<file path="config.mk">
export PLATFORM = sky130hd
export DESIGN_NAME = gha_ctrl
export DESIGN_NICKNAME = d
export VERILOG_FILES = /design/src/rtl/gha_pkg.sv /design/src/rtl/gha_ctrl.sv
export SDC_FILE = /design/constraint.sdc
export NUM_CORES = 1
export LEC_CHECK = 0
export BUFFER_PORTS_ARGS = -buffer_cell sky130_fd_sc_hd__buf_2
export CORE_AREA = 2 2 39 41
export CTS_BUF_LIST = sky130_fd_sc_hd__clkbuf_4 sky130_fd_sc_hd__clkbuf_8
export CTS_CLUSTER_SIZE = 12
export DETAILED_ROUTE_END_ITERATION = 8
export DIE_AREA = 0 0 41 43
export GPL_TIMING_DRIVEN = 0
export PLACE_DENSITY = 0.34
export SYNTH_ARGS = -nofsm -noshare
export SYNTH_HDL_FRONTEND = slang
export SYNTH_SLANG_ARGS = --single-unit
</file>
<file path="constraint.sdc">
create_clock -name clock -period 1.9 [get_ports clock]
set_input_delay 0.285 -clock clock [delete_from_list [all_inputs] [get_ports clock]]
set_output_delay 0.285 -clock clock [all_outputs]
set_load 0.03 [all_outputs]
</file>
<file path="src/rtl/gha_pkg.sv">
// Shared definitions for the gradient histogram accumulator: field widths,
// request and register codes, and the controller/datapath command and status structs.
// No dependencies.
package gha_pkg;

   // default storage geometry
   localparam int DEF_BINS       = 256;
   localparam int DEF_MAX_SCORES = 8;

   // request fields
   localparam int BIN_IDX_W   = 8;
   localparam int SCORE_IDX_W = 3;
   localparam int OCC_W       = 8;
   localparam int WGT_W       = 16;
   localparam int GRAD_W      = 24;
   localparam int HESS_W      = 23;

   // response fields
   localparam int CNT_SUM_W  = 32;
   localparam int WGT_SUM_W  = 40;
   localparam int GRAD_SUM_W = 60;
   localparam int HESS_SUM_W = 59;

   // products: weight Q8.8 times gradient Q4.20 or unsigned hessian Q3.20
   localparam int GRAD_PROD_W = 40;
   localparam int HESS_PROD_W = 39;

   // configuration port
   localparam int CSR_INDEX_W   = 1;
   localparam int CSR_DATA_W    = 4;
   localparam int SCORE_CNT_W   = 4;

   localparam logic [CSR_INDEX_W-1:0] CSR_CLASS_MODE  = 1'd0;
   localparam logic [CSR_INDEX_W-1:0] CSR_SCORE_COUNT = 1'd1;

   // request kinds
   localparam logic REQ_ACCUMULATE = 1'b0;
   localparam logic REQ_READ       = 1'b1;

   // controller to datapath
   typedef struct packed {
      logic clear_step;  // zero one entry of each entry store, and of each bin store while in range
      logic latch;       // capture the accepted request
      logic mult;        // issue store reads, form products
      logic calc;        // form new sums or read-out values
      logic commit;      // write back, load response
   } gha_cmd_type;

   // datapath to controller
   typedef struct packed {
      logic sweep_last;  // clearing pass at its final entry
      logic is_read;     // held request is a read-and-clear
      logic rsp_free;    // response register can take a value
   } gha_status_type;

endpackage

</file>
<file path="src/rtl/gha_ctrl.sv">
// Sequencer for the histogram accumulator: clearing pass after reset, then
// one request at a time through read, multiply, sum and write-back.
// Depends on gha_pkg.
module gha_ctrl (
   input  logic                    clock,
   input  logic                    reset,
   input  logic                    req_valid,
   output logic                    req_ready,
   output gha_pkg::gha_cmd_type    cmd,
   input  gha_pkg::gha_status_type status
);

   localparam logic [2:0] S_CLEAR  = 3'd0;
   localparam logic [2:0] S_IDLE   = 3'd1;
   localparam logic [2:0] S_MULT   = 3'd2;
   localparam logic [2:0] S_CALC   = 3'd3;
   localparam logic [2:0] S_COMMIT = 3'd4;

   logic [2:0] state_ff;
   logic [2:0] state_in;

   // next state and commands
   always_comb begin
      state_in = state_ff;
      cmd      = '0;
      unique case (state_ff)
         S_CLEAR: begin
            cmd.clear_step = 1'b1;
            if (status.sweep_last) begin
               state_in = S_IDLE;
            end
         end
         S_IDLE: begin
            if (req_valid) begin
               cmd.latch = 1'b1;
               state_in  = S_MULT;
            end
         end
         S_MULT: begin
            cmd.mult = 1'b1;
            state_in = S_CALC;
         end
         S_CALC: begin
            cmd.calc = 1'b1;
            state_in = S_COMMIT;
         end
         S_COMMIT: begin
            // a read holds here until the response register frees up
            if (!status.is_read || status.rsp_free) begin
               cmd.commit = 1'b1;
               state_in   = S_IDLE;
            end
         end
         default: begin
            state_in = S_CLEAR;
         end
      endcase
   end

   always_ff @(posedge clock) begin
      if (reset) begin
         state_ff <= S_CLEAR;
      end else begin
         state_ff <= state_in;
      end
   end

   assign req_ready = (state_ff == S_IDLE);

endmodule

</file>
==> flow_metrics.tcl <==
set metrics [dict create \
    pwr-share-comb 0.266 \
    cp_slowest_stage_delay_ns 0.45 \
    slowest_stage "dfxtp_1" \
    slew_violations 0 \
    dr.pass1.iters 3 \
    largest_reg_flops 3 \
    worst_pin_slew_ns 0.249 \
    fmax_mhz 661 \
    htree_levels 1 \
    cts_hold_buffers 0 \
    rsz0062_at_grt "false" \
    initial_core_util 0.161 \
    hold_viol_final 0 \
    regMostFlops "state_ff" \
    peakVddDrop_v 0.000229 \
    reg2reg_setup_slack_ns 0.93 \
    synth_nets 31 \
    clk_path_buf_depth 2 \
    path_max_fanout 7 \
    synth-seq-cells 3 \
    crit_chain "nor3b_2 > and2_1 > buf_2" \
    num_antenna_cells 0 \
    r2r-start "state_ff[2]" \
    critical-path-top-delay-family "flip-flops" \
    die_y_um 43 \
    clock_latency_ns 0.24 \
    clock-root-buffer "clkbuf_4" \
    finalWirelength_um 523 \
    synthTopCellsByCount "3 x dfxtp_1, 3 x nor3_1, 2 x and2_1, 2 x buf_4, 2 x nor2_1" \
    crit_buf_inv 1 \
    synth_edf_count 0 \
    core-area_um2 1380 \
    power.internal_uw 190 \
    power.density_nw_per_um2 843 \
    synth-seq-area-share 0.270 \
    relSlewSlack 0.832 \
    grtUsageTotal 0.0852 \
    die-area_um2 1760 \
    die_width_um 41 \
    num_rows 14 \
    whs_path_depth 2 \
    yosysUniqueCellTypes 18 \
    end_kind "output port" \
    seqPwrFrac 0.265 \
    hold_class "input port to flop" \
    syn_area_per_cell_um2 8.91 \
    drc 0 \
    grt_max_degree 10 \
    timing.hold.ws_ns 0.240 \
    antenna_found_initial 0 \
    path_clk_slew_ns 0.03 \
    avgViaCountPerCell 4.16 \
    worstHoldEndpoint "state_ff[2]" \
    status "finished clean" \
    clock_skew_ns 0.00167 \
    finalSetupViolCount 0 \
    fin_nets 47 \
    ff2ff_path_depth 4 \
    drive_gt1_frac 0.575 \
    switchingPower_uw 86.2 \
    r2r_end "state_ff[2]" \
    synth_largest_area_cell "dfxtp_1" \
    cts_tree "done" \
    multi_input_area_um2 133 \
    detail_route.wl_per_cell_um 9.34 \
    fillers 161 \
    grt_pass1_wl_um 883 \
    stdcell_area_um2 328 \
    yosys_warnings 0 \
    switching_share 0.312 \
    fin_tns_setup_ns 0 \
    area_growth_pct 47.2 \
    cts_resized 0 \
    synth_area_leaders "dfxtp_1 27%, a41oi_2 7.3%, nor3_1 6.7%, buf_4 6.7%, and2_1 5.6%" \
    cts_buffers 3 \
    gr-total-overflow 0 \
    clock_power_share 0.469 \
    critPathKind "flop to output port" \
    drtIter0Drc 3 \
    async_flop_share 0 \
    syn_inst 25 \
    p_leak_uw 0.000164 \
    place_area_um2 298 \
    period_minus_slack_ns 1.51 \
    synth_area_um2 223 \
    drtAntennaViolNets 0 \
    via_count 233 \
    gp_congestion 0.679 \
    ff_latch_area_um2 60.1 \
    cts_setup_buffers 0 \
    io_pins 12 \
    period_share 0.796 \
    crit_required_ns 1.62 \
    numClockSinks 3 \
    portBuffers 11 \
    reg_top3 "state_ff: 3 flops" \
    worstSetupStartpointType "flop" \
    cap_violations 0 \
    yosysTopAreaCellShare 0.270 \
    ys_dominant_reg_cell "dfxtp_1" \
    grt_pass1_vias 216 \
    arrival_ns 1.23 \
    hp-start "reset" \
    dp_hpwl_um 383 \
]
==> area by class of cell <==
type	instances	area share
timing repair buffer	11	0.168
buffer	3	0.0802
clock buffer	4	0.0916
multi-input combinational	18	0.405
inverter	1	0.0115
sequential	3	0.183
tap	16	0.0611
==> power by group through the flow <==
stage / registers, µW / logic, µW / clock network (µW)
final: 73.3 / 73.4 / 130
after global routing: 74.3 / 79.7 / 147
after CTS: 73.6 / 74.4 / 135
after detailed placement: 74.7 / 73.9 / 0
after global placement: 74.6 / 73.8 / 0
after floorplan: 73.0 / 54.1 / 0
==> layer usage <==
layer	routed length (µm)	up-vias	GRT usage
li1	-	115	-
met1	202	108	0.0831
met2	266	7	0.100
met3	30	3	0.0471
met4	24	0	0.120
met5	0	-	0
==> how the worst max path moves through the flow <==
stage / from / end / slack, ns / depth (start not counted)
after global placement: state_ff[0] / cmd[3] / 0.62 / 3
after global routing: state_ff[0] / cmd[3] / 0.27 / 3
after CTS: state_ff[0] / cmd[3] / 0.36 / 3
after floorplan: state_ff[0] / cmd[3] / 0.33 / 2
final: state_ff[0] / cmd[3] / 0.39 / 3
after detailed placement: state_ff[0] / cmd[3] / 0.61 / 3
==> placed cells by master (no fill, tap or decap), types with 2 or more instances in the layout <==
cell type and count:
buf_2 11, clkbuf_4 4, nor3_1 3, dfxtp_1 3, buf_4 2, nor2_1 2, and2_1 2
==> cells by family (layout without fill, tap and decap cells) <==
group | count (synthesis) | count (layout) | synth area share
and+or+nand+nor | 15 | 15 | 0.444
buffers and inverters | 4 | 19 | 0.135
DFF | 3 | 3 | 0.270
AOI/OAI and AO/OA | 2 | 2 | 0.107
muxes | 1 | 1 | 0.0449
==> stage by stage <==
step	utilization	power, µW	setup WS (ns)	instances
final	0.237	276	0.388	56
after detailed placement	0.215	149	0.612	52
after floorplan	-	127	0.326	25
after global placement	0.215	148	0.616	52
after CTS	0.237	283	0.358	56
after global routing	0.237	301	0.271	56
Power figures use the tool's default switching activity.
